$ cat src/design/pmd_pkg.sv
`default_nettype none

package pmd_pkg;

    // Defaults for the top-level parameters
    localparam int GAIN_FRAC_BITS_DEF = 16;
    localparam int PWM_MAX_DEF        = 255;

    // Port and field widths
    localparam int POS_W      = 32;
    localparam int TGT_W      = 16;
    localparam int DT_W       = 24;
    localparam int GAIN_W     = 32;
    localparam int LIM_W      = 8;
    localparam int DUTY_OUT_W = 8;
    localparam int CFG_IDX_W  = 2;
    localparam int CFG_DATA_W = 32;

    // Datapath widths
    localparam int ERR_W      = 34;
    localparam int DELTA_W    = 35;
    localparam int ACC_W      = 64;
    localparam int MAG_A_W    = 64;
    localparam int MAG_B_W    = 32;
    localparam int TERM_MAG_W = 62;
    localparam int TERM_W     = TERM_MAG_W + 1;
    localparam int SUM_W      = 64;
    localparam int PWM_W      = 16;

    // Saturation bound of each multiplier product, 2^61
    localparam logic [TERM_MAG_W-1:0] TERM_LIMIT = {1'b1, {(TERM_MAG_W - 1){1'b0}}};

    // Configuration register indexes
    localparam logic [CFG_IDX_W-1:0] REG_GAIN_PROP  = 2'd0;
    localparam logic [CFG_IDX_W-1:0] REG_GAIN_INTEG = 2'd1;
    localparam logic [CFG_IDX_W-1:0] REG_GAIN_DERIV = 2'd2;
    localparam logic [CFG_IDX_W-1:0] REG_PWM_LIMIT  = 2'd3;

    typedef enum logic [3:0] {
        ST_IDLE,
        ST_PREP,
        ST_MUL_GO,
        ST_MUL_WAIT,
        ST_ACC_ADD,
        ST_DIV_GO,
        ST_DIV_WAIT,
        ST_SUM,
        ST_MAG,
        ST_OUT
    } pmd_state_t;

    typedef enum logic [1:0] {
        OP_ACC,
        OP_PROP,
        OP_INTEG,
        OP_DERIV
    } pmd_op_t;

    typedef struct packed {
        logic                 start;
        logic [MAG_A_W-1:0]   a_mag;
        logic [MAG_B_W-1:0]   b_mag;
    } pmd_mul_req_t;

    typedef struct packed {
        logic                  start;
        logic [TERM_MAG_W-1:0] dividend;
        logic [DT_W-1:0]       divisor;
    } pmd_div_req_t;

    typedef struct packed {
        logic                  done;
        logic [TERM_MAG_W-1:0] value;
    } pmd_unit_rsp_t;

endpackage

`default_nettype wire

$ cat src/design/pmd_mul.sv
`default_nettype none

module pmd_mul (
    input  logic                    clk,
    input  logic                    rst_n,
    input  pmd_pkg::pmd_mul_req_t   req,
    output pmd_pkg::pmd_unit_rsp_t  rsp
);

    localparam int HALF_W  = pmd_pkg::MAG_A_W / 2;
    localparam int PROD_W  = HALF_W + pmd_pkg::MAG_B_W;
    localparam int HI_OK_W = pmd_pkg::TERM_MAG_W - 1 - HALF_W;
    localparam int TOT_W   = PROD_W + 1;

    logic [pmd_pkg::MAG_A_W-1:0]    a_reg;
    logic [pmd_pkg::MAG_B_W-1:0]    b_reg;
    logic [PROD_W-1:0]              lo_reg;
    logic [PROD_W-1:0]              hi_reg;
    logic [pmd_pkg::TERM_MAG_W-1:0] res_reg;
    logic [2:0]                     phase_reg;
    logic [2:0]                     phase_next;
    logic                           done_reg;

    logic [HALF_W-1:0]              half_op;
    logic [PROD_W-1:0]              prod;
    logic [TOT_W-1:0]               total;
    logic                           sat;
    logic [pmd_pkg::TERM_MAG_W-1:0] res_next;

    // Low half first, then high half, then combine
    assign phase_next = {phase_reg[1:0], req.start};
    assign half_op    = phase_reg[0] ? a_reg[HALF_W-1:0] : a_reg[pmd_pkg::MAG_A_W-1:HALF_W];
    assign prod       = PROD_W'(half_op) * PROD_W'(b_reg);

    // Join partial products and clamp at the term limit
    always_comb
    begin
        total = TOT_W'({hi_reg[HI_OK_W-1:0], {HALF_W{1'b0}}}) + TOT_W'(lo_reg);
        sat   = (|hi_reg[PROD_W-1:HI_OK_W]) || (total > TOT_W'(pmd_pkg::TERM_LIMIT));
        res_next = sat ? pmd_pkg::TERM_LIMIT : total[pmd_pkg::TERM_MAG_W-1:0];
    end

    // Sequence control
    always_ff @(posedge clk or negedge rst_n)
    begin
        if (!rst_n)
        begin
            phase_reg <= '0;
            done_reg  <= 1'b0;
        end
        else
        begin
            phase_reg <= phase_next;
            done_reg  <= phase_reg[2];
        end
    end

    // Operand and product registers
    always_ff @(posedge clk)
    begin
        if (req.start)
        begin
            a_reg <= req.a_mag;
            b_reg <= req.b_mag;
        end
        if (phase_reg[0])
        begin
            lo_reg <= prod;
        end
        if (phase_reg[1])
        begin
            hi_reg <= prod;
        end
        if (phase_reg[2])
        begin
            res_reg <= res_next;
        end
    end

    assign rsp.done  = done_reg;
    assign rsp.value = res_reg;

endmodule

`default_nettype wire

$ cat src/design/pmd_div.sv
`default_nettype none

module pmd_div (
    input  logic                    clk,
    input  logic                    rst_n,
    input  pmd_pkg::pmd_div_req_t   req,
    output pmd_pkg::pmd_unit_rsp_t  rsp
);

    localparam int N_W      = pmd_pkg::TERM_MAG_W;
    localparam int D_W      = pmd_pkg::DT_W;
    localparam int BITS_PER = 2;
    localparam int STEPS    = (N_W + BITS_PER - 1) / BITS_PER;
    localparam int Q_W      = STEPS * BITS_PER;
    localparam int CNT_W    = $clog2(STEPS + 1);

    logic [Q_W-1:0]   quo_reg;
    logic [D_W-1:0]   rem_reg;
    logic [D_W-1:0]   dvs_reg;
    logic [CNT_W-1:0] cnt_reg;
    logic             busy_reg;
    logic             done_reg;

    logic [Q_W-1:0]   quo_next;
    logic [D_W-1:0]   rem_next;

    // Two restoring steps per cycle: shift in a dividend bit, subtract if it fits
    always_comb
    begin
        logic [D_W:0] trial;
        logic         fits;
        quo_next = quo_reg;
        rem_next = rem_reg;
        for (int i = 0; i < BITS_PER; i++)
        begin
            trial = {rem_next, quo_next[Q_W-1]};
            fits  = trial >= {1'b0, dvs_reg};
            if (fits)
            begin
                trial = trial - {1'b0, dvs_reg};
            end
            rem_next = trial[D_W-1:0];
            quo_next = {quo_next[Q_W-2:0], fits};
        end
    end

    // Iteration control
    always_ff @(posedge clk or negedge rst_n)
    begin
        if (!rst_n)
        begin
            cnt_reg  <= '0;
            busy_reg <= 1'b0;
            done_reg <= 1'b0;
        end
        else
        begin
            done_reg <= 1'b0;
            if (req.start)
            begin
                cnt_reg  <= CNT_W'(STEPS);
                busy_reg <= 1'b1;
            end
            else if (busy_reg)
            begin
                cnt_reg <= cnt_reg - CNT_W'(1);
                if (cnt_reg == CNT_W'(1))
                begin
                    busy_reg <= 1'b0;
                    done_reg <= 1'b1;
                end
            end
        end
    end

    // Dividend, remainder and quotient shift
    always_ff @(posedge clk)
    begin
        if (req.start)
        begin
            quo_reg <= Q_W'(req.dividend);
            rem_reg <= '0;
            dvs_reg <= req.divisor;
        end
        else if (busy_reg)
        begin
            quo_reg <= quo_next;
            rem_reg <= rem_next;
        end
    end

    assign rsp.done  = done_reg;
    assign rsp.value = quo_reg[N_W-1:0];

endmodule

`default_nettype wire

$ cat src/design/pid_position_motor_drive.sv
// Each transaction runs four passes through one 32x32 multiplier and, when elapsed_us is not 0,
// a divider retiring two quotient bits per cycle for the derivative term. in_ready is low from
// the accepted input transaction until the result is loaded into the output register.
// Reset (rst_n low, asynchronous): gains clear to 0, pwm_limit to 255, integral, last error
// and last direction to 0; the sequencer returns to idle and out_valid drops.
`default_nettype none

module pid_position_motor_drive #(
    parameter int GAIN_FRAC_BITS = pmd_pkg::GAIN_FRAC_BITS_DEF,
    parameter int PWM_MAX        = pmd_pkg::PWM_MAX_DEF
) (
    input  logic                               clk,
    input  logic                               rst_n,

    input  logic                               cfg_we,
    input  logic [pmd_pkg::CFG_IDX_W-1:0]      cfg_index,
    input  logic [pmd_pkg::CFG_DATA_W-1:0]     cfg_data,

    input  logic                               in_valid,
    output logic                               in_ready,
    input  logic signed [pmd_pkg::POS_W-1:0]   encoder_count,
    input  logic signed [pmd_pkg::TGT_W-1:0]   target_position,
    input  logic [pmd_pkg::DT_W-1:0]           elapsed_us,
    input  logic                               fwd_limit_hit,
    input  logic                               rev_limit_hit,
    input  logic                               watchdog_trip,
    input  logic                               supervisor_halt,

    output logic                               out_valid,
    input  logic                               out_ready,
    output logic [pmd_pkg::DUTY_OUT_W-1:0]     pwm_duty,
    output logic                               reverse_dir,
    output logic                               drive_blocked,
    output logic signed [pmd_pkg::POS_W-1:0]   position_echo
);

    localparam int ERR_W    = pmd_pkg::ERR_W;
    localparam int DELTA_W  = pmd_pkg::DELTA_W;
    localparam int ACC_W    = pmd_pkg::ACC_W;
    localparam int ACC_X_W  = ACC_W + 1;
    localparam int TERM_W   = pmd_pkg::TERM_W;
    localparam int SUM_W    = pmd_pkg::SUM_W;
    localparam int DUTY_W   = SUM_W - GAIN_FRAC_BITS;
    localparam int PWM_W    = pmd_pkg::PWM_W;
    localparam int GAIN_W   = pmd_pkg::GAIN_W;

    localparam logic signed [ACC_W-1:0] ACC_MAX = {1'b0, {(ACC_W - 1){1'b1}}};
    localparam logic signed [ACC_W-1:0] ACC_MIN = {1'b1, {(ACC_W - 1){1'b0}}};

    // Configuration registers
    logic signed [GAIN_W-1:0]          gain_prop_reg;
    logic signed [GAIN_W-1:0]          gain_integ_reg;
    logic signed [GAIN_W-1:0]          gain_deriv_reg;
    logic [pmd_pkg::LIM_W-1:0]         pwm_limit_reg;

    // Sequencer
    pmd_pkg::pmd_state_t               state_reg;
    pmd_pkg::pmd_state_t               state_next;
    pmd_pkg::pmd_op_t                  op_reg;
    pmd_pkg::pmd_op_t                  op_next;

    // Loop state
    logic signed [ACC_W-1:0]           err_accum_reg;
    logic signed [ERR_W-1:0]           last_error_reg;
    logic                              last_dir_reg;

    // Step registers
    logic signed [pmd_pkg::POS_W-1:0]  pos_reg;
    logic [pmd_pkg::DT_W-1:0]          dt_reg;
    logic                              fwd_blk_reg;
    logic                              rev_blk_reg;
    logic                              all_blk_reg;
    logic signed [ERR_W-1:0]           err_reg;
    logic signed [DELTA_W-1:0]         delta_reg;
    logic signed [TERM_W-1:0]          acc_inc_reg;
    logic signed [TERM_W-1:0]          p_term_reg;
    logic signed [TERM_W-1:0]          i_term_reg;
    logic signed [TERM_W-1:0]          d_term_reg;
    logic [pmd_pkg::TERM_MAG_W-1:0]    d_mag_reg;
    logic signed [SUM_W-1:0]           sum_reg;
    logic [DUTY_W-1:0]                 duty_full_reg;
    logic                              fwd_dir_reg;

    // Output register
    logic                              out_valid_reg;
    logic [pmd_pkg::DUTY_OUT_W-1:0]    pwm_duty_reg;
    logic                              reverse_dir_reg;
    logic                              blocked_reg;
    logic signed [pmd_pkg::POS_W-1:0]  echo_reg;

    pmd_pkg::pmd_mul_req_t             mul_req;
    pmd_pkg::pmd_unit_rsp_t            mul_rsp;
    pmd_pkg::pmd_div_req_t             div_req;
    pmd_pkg::pmd_unit_rsp_t            div_rsp;

    logic                              in_fire;
    logic                              out_load;
    logic signed [ERR_W-1:0]           err_in;
    logic signed [DELTA_W-1:0]         delta_c;
    logic [ERR_W-1:0]                  err_mag;
    logic [DELTA_W-1:0]                delta_mag;
    logic [ACC_W-1:0]                  acc_mag;
    logic [GAIN_W-1:0]                 gp_mag;
    logic [GAIN_W-1:0]                 gi_mag;
    logic [GAIN_W-1:0]                 gd_mag;
    logic                              mul_neg;
    logic                              d_neg;
    logic signed [TERM_W-1:0]          mul_term;
    logic signed [TERM_W-1:0]          div_term;
    logic signed [ACC_X_W-1:0]         acc_sum;
    logic signed [ACC_W-1:0]           acc_next;
    logic signed [SUM_W-1:0]           sum_c;
    logic [SUM_W-1:0]                  sum_mag;
    logic [DUTY_W-1:0]                 duty_full_c;
    logic [PWM_W-1:0]                  lim;
    logic [PWM_W-1:0]                  duty_cl;
    logic                              blocked;

    assign in_fire  = in_valid && in_ready;
    assign out_load = (state_reg == pmd_pkg::ST_OUT) && (!out_valid_reg || out_ready);

    // Error terms and magnitudes
    assign err_in    = ERR_W'(target_position) - ERR_W'(encoder_count);
    assign delta_c   = DELTA_W'(err_reg) - DELTA_W'(last_error_reg);
    assign err_mag   = err_reg[ERR_W-1] ? ERR_W'(-err_reg) : ERR_W'(err_reg);
    assign delta_mag = delta_reg[DELTA_W-1] ? DELTA_W'(-delta_reg) : DELTA_W'(delta_reg);
    assign acc_mag   = err_accum_reg[ACC_W-1] ? ACC_W'(-err_accum_reg) : ACC_W'(err_accum_reg);
    assign gp_mag    = gain_prop_reg[GAIN_W-1] ? GAIN_W'(-gain_prop_reg) : GAIN_W'(gain_prop_reg);
    assign gi_mag    = gain_integ_reg[GAIN_W-1] ? GAIN_W'(-gain_integ_reg)
                                                : GAIN_W'(gain_integ_reg);
    assign gd_mag    = gain_deriv_reg[GAIN_W-1] ? GAIN_W'(-gain_deriv_reg)
                                                : GAIN_W'(gain_deriv_reg);
    assign d_neg     = gain_deriv_reg[GAIN_W-1] ^ delta_reg[DELTA_W-1];

    // Pick multiplier operands and product sign for the current operation
    always_comb
    begin
        mul_req.start = (state_reg == pmd_pkg::ST_MUL_GO);
        unique case (op_reg)
            pmd_pkg::OP_ACC:
            begin
                mul_req.a_mag = pmd_pkg::MAG_A_W'(err_mag);
                mul_req.b_mag = pmd_pkg::MAG_B_W'(dt_reg);
                mul_neg       = err_reg[ERR_W-1];
            end
            pmd_pkg::OP_PROP:
            begin
                mul_req.a_mag = pmd_pkg::MAG_A_W'(err_mag);
                mul_req.b_mag = pmd_pkg::MAG_B_W'(gp_mag);
                mul_neg       = gain_prop_reg[GAIN_W-1] ^ err_reg[ERR_W-1];
            end
            pmd_pkg::OP_INTEG:
            begin
                mul_req.a_mag = pmd_pkg::MAG_A_W'(acc_mag);
                mul_req.b_mag = pmd_pkg::MAG_B_W'(gi_mag);
                mul_neg       = gain_integ_reg[GAIN_W-1] ^ err_accum_reg[ACC_W-1];
            end
            pmd_pkg::OP_DERIV:
            begin
                mul_req.a_mag = pmd_pkg::MAG_A_W'(delta_mag);
                mul_req.b_mag = pmd_pkg::MAG_B_W'(gd_mag);
                mul_neg       = d_neg;
            end
        endcase
    end

    assign div_req.start    = (state_reg == pmd_pkg::ST_DIV_GO);
    assign div_req.dividend = d_mag_reg;
    assign div_req.divisor  = dt_reg;

    assign mul_term = mul_neg ? -$signed({1'b0, mul_rsp.value}) : $signed({1'b0, mul_rsp.value});
    assign div_term = d_neg ? -$signed({1'b0, div_rsp.value}) : $signed({1'b0, div_rsp.value});

    pmd_mul u_pmd_mul (
        .clk   (clk),
        .rst_n (rst_n),
        .req   (mul_req),
        .rsp   (mul_rsp)
    );

    pmd_div u_pmd_div (
        .clk   (clk),
        .rst_n (rst_n),
        .req   (div_req),
        .rsp   (div_rsp)
    );

    // Saturating integral update
    always_comb
    begin
        acc_sum = ACC_X_W'(err_accum_reg) + ACC_X_W'(acc_inc_reg);
        if (acc_sum[ACC_X_W-1] != acc_sum[ACC_W-1])
        begin
            acc_next = acc_sum[ACC_X_W-1] ? ACC_MIN : ACC_MAX;
        end
        else
        begin
            acc_next = acc_sum[ACC_W-1:0];
        end
    end

    // PID sum, magnitude and duty
    assign sum_c       = SUM_W'(p_term_reg) + SUM_W'(i_term_reg) + SUM_W'(d_term_reg);
    assign sum_mag     = sum_reg[SUM_W-1] ? SUM_W'(-sum_reg) : SUM_W'(sum_reg);
    assign duty_full_c = DUTY_W'(sum_mag >> GAIN_FRAC_BITS);

    always_comb
    begin
        lim = (PWM_W'(pwm_limit_reg) < PWM_W'(PWM_MAX)) ? PWM_W'(pwm_limit_reg)
                                                       : PWM_W'(PWM_MAX);
        duty_cl = (duty_full_reg > DUTY_W'(lim)) ? lim : PWM_W'(duty_full_reg);
        blocked = all_blk_reg || (fwd_dir_reg ? fwd_blk_reg : rev_blk_reg);
    end

    // Next state
    always_comb
    begin
        state_next = state_reg;
        op_next    = op_reg;
        in_ready   = 1'b0;
        unique case (state_reg)
            pmd_pkg::ST_IDLE:
            begin
                in_ready = 1'b1;
                if (in_valid)
                begin
                    state_next = pmd_pkg::ST_PREP;
                end
            end
            pmd_pkg::ST_PREP:
            begin
                op_next    = pmd_pkg::OP_ACC;
                state_next = pmd_pkg::ST_MUL_GO;
            end
            pmd_pkg::ST_MUL_GO:
            begin
                state_next = pmd_pkg::ST_MUL_WAIT;
            end
            pmd_pkg::ST_MUL_WAIT:
            begin
                if (mul_rsp.done)
                begin
                    unique case (op_reg)
                        pmd_pkg::OP_ACC:
                        begin
                            state_next = pmd_pkg::ST_ACC_ADD;
                        end
                        pmd_pkg::OP_PROP:
                        begin
                            op_next    = pmd_pkg::OP_INTEG;
                            state_next = pmd_pkg::ST_MUL_GO;
                        end
                        pmd_pkg::OP_INTEG:
                        begin
                            op_next    = pmd_pkg::OP_DERIV;
                            state_next = pmd_pkg::ST_MUL_GO;
                        end
                        pmd_pkg::OP_DERIV:
                        begin
                            state_next = (dt_reg == '0) ? pmd_pkg::ST_SUM : pmd_pkg::ST_DIV_GO;
                        end
                    endcase
                end
            end
            pmd_pkg::ST_ACC_ADD:
            begin
                op_next    = pmd_pkg::OP_PROP;
                state_next = pmd_pkg::ST_MUL_GO;
            end
            pmd_pkg::ST_DIV_GO:
            begin
                state_next = pmd_pkg::ST_DIV_WAIT;
            end
            pmd_pkg::ST_DIV_WAIT:
            begin
                if (div_rsp.done)
                begin
                    state_next = pmd_pkg::ST_SUM;
                end
            end
            pmd_pkg::ST_SUM:
            begin
                state_next = pmd_pkg::ST_MAG;
            end
            pmd_pkg::ST_MAG:
            begin
                state_next = pmd_pkg::ST_OUT;
            end
            pmd_pkg::ST_OUT:
            begin
                if (out_load)
                begin
                    state_next = pmd_pkg::ST_IDLE;
                end
            end
            default:
            begin
                state_next = pmd_pkg::ST_IDLE;
            end
        endcase
    end

    // State, configuration and loop state
    always_ff @(posedge clk or negedge rst_n)
    begin
        if (!rst_n)
        begin
            state_reg      <= pmd_pkg::ST_IDLE;
            op_reg         <= pmd_pkg::OP_ACC;
            gain_prop_reg  <= '0;
            gain_integ_reg <= '0;
            gain_deriv_reg <= '0;
            pwm_limit_reg  <= '1;
            err_accum_reg  <= '0;
            last_error_reg <= '0;
            last_dir_reg   <= 1'b0;
            out_valid_reg  <= 1'b0;
        end
        else
        begin
            state_reg <= state_next;
            op_reg    <= op_next;

            // Take configuration writes
            if (cfg_we)
            begin
                unique case (cfg_index)
                    pmd_pkg::REG_GAIN_PROP:  gain_prop_reg  <= cfg_data;
                    pmd_pkg::REG_GAIN_INTEG: gain_integ_reg <= cfg_data;
                    pmd_pkg::REG_GAIN_DERIV: gain_deriv_reg <= cfg_data;
                    pmd_pkg::REG_PWM_LIMIT:  pwm_limit_reg  <= cfg_data[pmd_pkg::LIM_W-1:0];
                endcase
            end

            // Advance the loop state
            if (state_reg == pmd_pkg::ST_PREP)
            begin
                last_error_reg <= err_reg;
            end
            if (state_reg == pmd_pkg::ST_ACC_ADD)
            begin
                err_accum_reg <= acc_next;
            end
            if (out_load && !blocked)
            begin
                last_dir_reg <= !fwd_dir_reg;
            end

            // Hold the result until taken
            if (out_load)
            begin
                out_valid_reg <= 1'b1;
            end
            else if (out_ready)
            begin
                out_valid_reg <= 1'b0;
            end
        end
    end

    // Step datapath
    always_ff @(posedge clk)
    begin
        if (in_fire)
        begin
            pos_reg     <= encoder_count;
            dt_reg      <= elapsed_us;
            fwd_blk_reg <= fwd_limit_hit;
            rev_blk_reg <= rev_limit_hit;
            all_blk_reg <= watchdog_trip || supervisor_halt;
            err_reg     <= err_in;
        end
        if (state_reg == pmd_pkg::ST_PREP)
        begin
            delta_reg <= delta_c;
        end
        if (state_reg == pmd_pkg::ST_MUL_WAIT && mul_rsp.done)
        begin
            case (op_reg)
                pmd_pkg::OP_ACC:   acc_inc_reg <= mul_term;
                pmd_pkg::OP_PROP:  p_term_reg  <= mul_term;
                pmd_pkg::OP_INTEG: i_term_reg  <= mul_term;
                default:
                begin
                    d_mag_reg  <= mul_rsp.value;
                    d_term_reg <= '0;
                end
            endcase
        end
        if (state_reg == pmd_pkg::ST_DIV_WAIT && div_rsp.done)
        begin
            d_term_reg <= div_term;
        end
        if (state_reg == pmd_pkg::ST_SUM)
        begin
            sum_reg <= sum_c;
        end
        if (state_reg == pmd_pkg::ST_MAG)
        begin
            duty_full_reg <= duty_full_c;
            fwd_dir_reg   <= !sum_reg[SUM_W-1] && (duty_full_c != '0);
        end
        if (out_load)
        begin
            pwm_duty_reg    <= blocked ? '0 : duty_cl[pmd_pkg::DUTY_OUT_W-1:0];
            reverse_dir_reg <= blocked ? last_dir_reg : !fwd_dir_reg;
            blocked_reg     <= blocked;
            echo_reg        <= pos_reg;
        end
    end

    assign out_valid     = out_valid_reg;
    assign pwm_duty      = pwm_duty_reg;
    assign reverse_dir   = reverse_dir_reg;
    assign drive_blocked = blocked_reg;
    assign position_echo = echo_reg;

endmodule

`default_nettype wire

$ cat config.mk
export PLATFORM = sky130hd
export DESIGN_NAME = pid_position_motor_drive
export DESIGN_NICKNAME = d
export VERILOG_FILES = /design/src/design/pmd_pkg.sv /design/src/design/pmd_mul.sv /design/src/design/pmd_div.sv /design/src/design/pid_position_motor_drive.sv
export SDC_FILE = /design/constraint.sdc
export NUM_CORES = 2
export LEC_CHECK = 0
export BUFFER_PORTS_ARGS = -buffer_cell sky130_fd_sc_hd__clkbuf_2
export CAP_MARGIN = 40
export CORE_UTILIZATION = 55
export CTS_CLUSTER_SIZE = 28
export DETAILED_ROUTE_END_ITERATION = 10
export PLACE_DENSITY = 0.7
export RECOVER_POWER = 100
export SYNTH_ARGS = -nofsm -noshare
export SYNTH_HDL_FRONTEND = slang
export SYNTH_HIERARCHICAL = 1
export SYNTH_SLANG_ARGS = --single-unit
$ cat constraint.sdc
create_clock -name clk -period 16.1 [get_ports clk]
set_input_delay 3.22 -clock clk [delete_from_list [all_inputs] [get_ports clk]]
set_output_delay 3.22 -clock clk [all_outputs]
set_load 0.01 [all_outputs]
==> results.md <==
* Routed WL at 301000 um
* Synthesized instance count at 9666
* Initial antenna violation count at 31
* Fin nets at 11200
* Final setup margin at 3.83 ns
* Hold_sp: pos_reg[20]$_DFFE_PP_
* Clk Latency, worst-skew pair at 0.80 ns
* Largest net degree at the start of global routing at 87
* Vias per cell at 6.11
* Synthesized area per cell at 10.5 um2
* Clock root buffer: clkbuf_16
* Worst path arrival time at 12.79 ns
* Cells on worst reg2reg path at 31
* Clock buffer depth at 3
* Avg WL per Cell at 24.8 um
* DRC errors left at 0
* Via count at 74100
* Min cycle time layout at 12.27 ns
* CTS tree: built
* Crit path largest cell delay at 1.39 ns
* Horiz. Die Dim at 431 um
* Clock tree sinks at 1211
* Post-synth EDFFs at 967
* Slew HR at -294%
* Worst Hold Depth at 0
* Max Clk Rate at 0.0815 GHz
* Number of global-route vias before repair at 75000
* Final Wtd Congestion at 1.06
* Slowest stage cell on the critical path: clkbuf_1
* First-pass GRT wire length at 456000 um
* Type of origin of the critical path: register
* First drt pass iteration count at 8
* Number of CTS-inserted buffers at 131
* Core area at 0.182 mm2
* Max Cap Viol at 43
* Die area at 0.185 mm2
* Sequential share of the synthesized area at 34.7%
* Clock-pin slew on the worst setup and hold paths at 0.06 ns
* Post-synth cell types at 112
* CTS Hold Bufs at 0
* # rows at 156
* Initial Util at 55.7%
* Asr flop ratio synth at 18.2%
* Fin. max-slew vios at 1904
* Place WS at 6.63 ns
* Post-CTS setup buffers at 0
* Critical path capture point type: register
* Synth warn at 6
* Syn Std Cell Area at 0.101 mm2
* RSZ-0062 raised after global routing: no
* Outcome: complete, but fails checks
* Largest fanout on the critical path at 37
* Synth Flop Type: edfxtp_1
* Port Buffers at 158
* Detail Placement HPWL at 238000 um
* Final setup violation count at 0
* Reg2reg end: u_pmd_mul/hi_reg[63]$_DFFE_PP_
* Reg2Reg Setup Slack at 3.83 ns
* Area grow syn2layout at 6.85%
* Failing checks: max-capacitance violations, max-slew violations
* Top cell by count, worst path: inv_1
* Setup CP Type: reg -> reg
* Post-route ant nets at 0
* Net count after synthesis at 11300
* Final Hold Viols at 0
* Post_cts resized at 0
* DIE HEIGHT at 431 um
* Total Negative Setup Slacks at 0 ns
* Worst-margin pin slew at 5.92 ns
* Reg2reg start: u_pmd_mul/phase_reg[0]$_DFF_PN0_
* Fraction of layout cells with a size suffix above 1 at 6.61%
* Max Clock Skew at 0.0430 ns
* WHS Endpoint: position_echo[20]$_DFFE_PP_
* I/O pin cnt at 159
* Overflow after GRT at 0
* Register bit total from synthesis at 1211
* H-tree depth at 4
* Gr usage total at 32.6%
* Period utilization at 76.2%
* Hold Crit Class: reg -> reg
* Critical Path RT at 16.62 ns
* DRT iter0 DRCs at 6565
## worst max-delay path by stage
stage	endpoint	start	cells past startpoint
floorplan	u_pmd_mul/hi_reg[63]$_DFFE_PP_	u_pmd_mul/phase_reg[0]$_DFF_PN0_	31
global placement	u_pmd_mul/hi_reg[63]$_DFFE_PP_	u_pmd_mul/phase_reg[0]$_DFF_PN0_	27
detailed placement	u_pmd_mul/hi_reg[63]$_DFFE_PP_	u_pmd_mul/phase_reg[0]$_DFF_PN0_	28
CTS	u_pmd_mul/hi_reg[63]$_DFFE_PP_	u_pmd_mul/phase_reg[0]$_DFF_PN0_	28
global route	u_pmd_mul/lo_reg[63]$_DFFE_PP_	u_pmd_mul/phase_reg[0]$_DFF_PN0_	31
finish	u_pmd_mul/hi_reg[63]$_DFFE_PP_	u_pmd_mul/phase_reg[0]$_DFF_PN0_	31
## cells in the final DEF (no fill, tap or decap), types with 43 or more instances in the layout
master     instances
clkbuf_16        135
a31oi_1           46
xor2_1           212
or4_1             48
a21o_1           154
o41ai_1           44
and3_1            45
nand2_1          897
nand2b_1          75
ha_1             554
mux2i_1           62
nor2_1           449
clkbuf_2          76
nor3b_1           51
dfrtp_1          210
nor3_1           123
clkbuf_1         157
o21bai_1          43
o21ai_0          389
buf_4             55
nor4_1            82
a211oi_1          60
edfxtp_1         967
a21oi_1          472
mux2_2           215
fa_1             966
xnor2_1          456
nand4_1           80
o31ai_1           98
inv_1           1127
and2_1           599
nand3_1           99
or3_1             67
## area by class of cell
cell class,count,area (um2)
antenna,32,80.1
clock buffer,175,3660
clock inverter,68,896
fill,15200,73600
inverter,1127,4230
multi-input combinational,6875,59700
sequential,1211,35000
tap,2370,2970
timing repair buffer,267,1370
## synth_stat cells, types with 34 or more instances
| master | n | area [um2] |
|---|---|---|
| mux2i_1 | 63 | 631 |
| mux2_2 | 220 | 2480 |
| a31oi_1 | 45 | 282 |
| a21o_1 | 154 | 1160 |
| nor2b_1 | 42 | 263 |
| nand4_1 | 80 | 500 |
| o21ai_0 | 383 | 1920 |
| a211oi_1 | 60 | 450 |
| xor2_1 | 213 | 1870 |
| inv_1 | 1127 | 4230 |
| and2_1 | 615 | 3850 |
| edfxtp_1 | 967 | 29000 |
| and3_1 | 45 | 282 |
| or3_1 | 67 | 419 |
| o21a_1 | 38 | 285 |
| nor2_1 | 451 | 1690 |
| a22oi_1 | 39 | 293 |
| nand3_1 | 99 | 495 |
| nor3b_2 | 34 | 425 |
| ha_1 | 554 | 6930 |
| fa_1 | 966 | 19300 |
| nor3_1 | 119 | 596 |
| xnor2_1 | 457 | 4000 |
| clkbuf_1 | 403 | 1510 |
| dfrtp_1 | 212 | 5310 |
| nor4_1 | 80 | 500 |
| o22ai_1 | 41 | 257 |
| or4_1 | 45 | 338 |
| nand2_1 | 897 | 3370 |
| a21oi_1 | 470 | 2350 |
| o21bai_1 | 43 | 323 |
| o31ai_1 | 96 | 721 |
| o41ai_1 | 44 | 385 |
| nand2b_1 | 75 | 469 |
## cell families (layout without fill, tap and decap cells)
logic type | count (synthesis) | after routing | share of synthesized area [%]
and+or+nand+nor | 2765 | 2765 | 14.1
AOI/OAI and AO/OA | 1637 | 1637 | 10.4
buffers and inverters | 1580 | 1637 | 5.98
adders and majority gates | 1520 | 1520 | 26.0
DFF | 1211 | 1211 | 34.7
xor gates and xnor gates | 670 | 670 | 5.81
muxes | 283 | 283 | 3.08
other | 0 | 32 | 0
## routing by layer
layer  vias to the layer above  share of wire, %  GRT usage, %  routed length, um
li1                      32800                 -             -                  -
met1                     37500                40          42.5             119000
met2                      3164                48          53.3             143000
met3                       670               7.9          5.50              23700
met4                        10               5.1          14.9              15200
met5                         -             0.022             0                 66
## stage by stage
step / hold slack, ns / util [%] / instances / instance area [um2]
finish: 0.412 / 59.5 / 12100 / 108000
global route: 0.416 / 59.5 / 12100 / 108000
CTS: 0.413 / 59.8 / 12100 / 109000
detailed placement: 0.406 / 57.3 / 11900 / 104000
global placement: 0.402 / 57.2 / 11800 / 104000
floorplan: 0.400 / - / 9666 / 101000
## worst max-delay path, delay by kind of cell (launching register included)
kind,cells,cell delay (ns)
XOR/XNOR,1,0.11
AND/OR/NAND/NOR,1,0.19
multiplexers,1,0.21
flip-flops,1,1.19
AO/OA/AOI/OAI,9,2.92
buffers and inverters,10,3.48
adder cells (fa/ha/maj),9,3.84
Power is left out: the tool's default activity adds up to more than one toggle a clock period on the data nets, which glitch-free logic cannot reach.
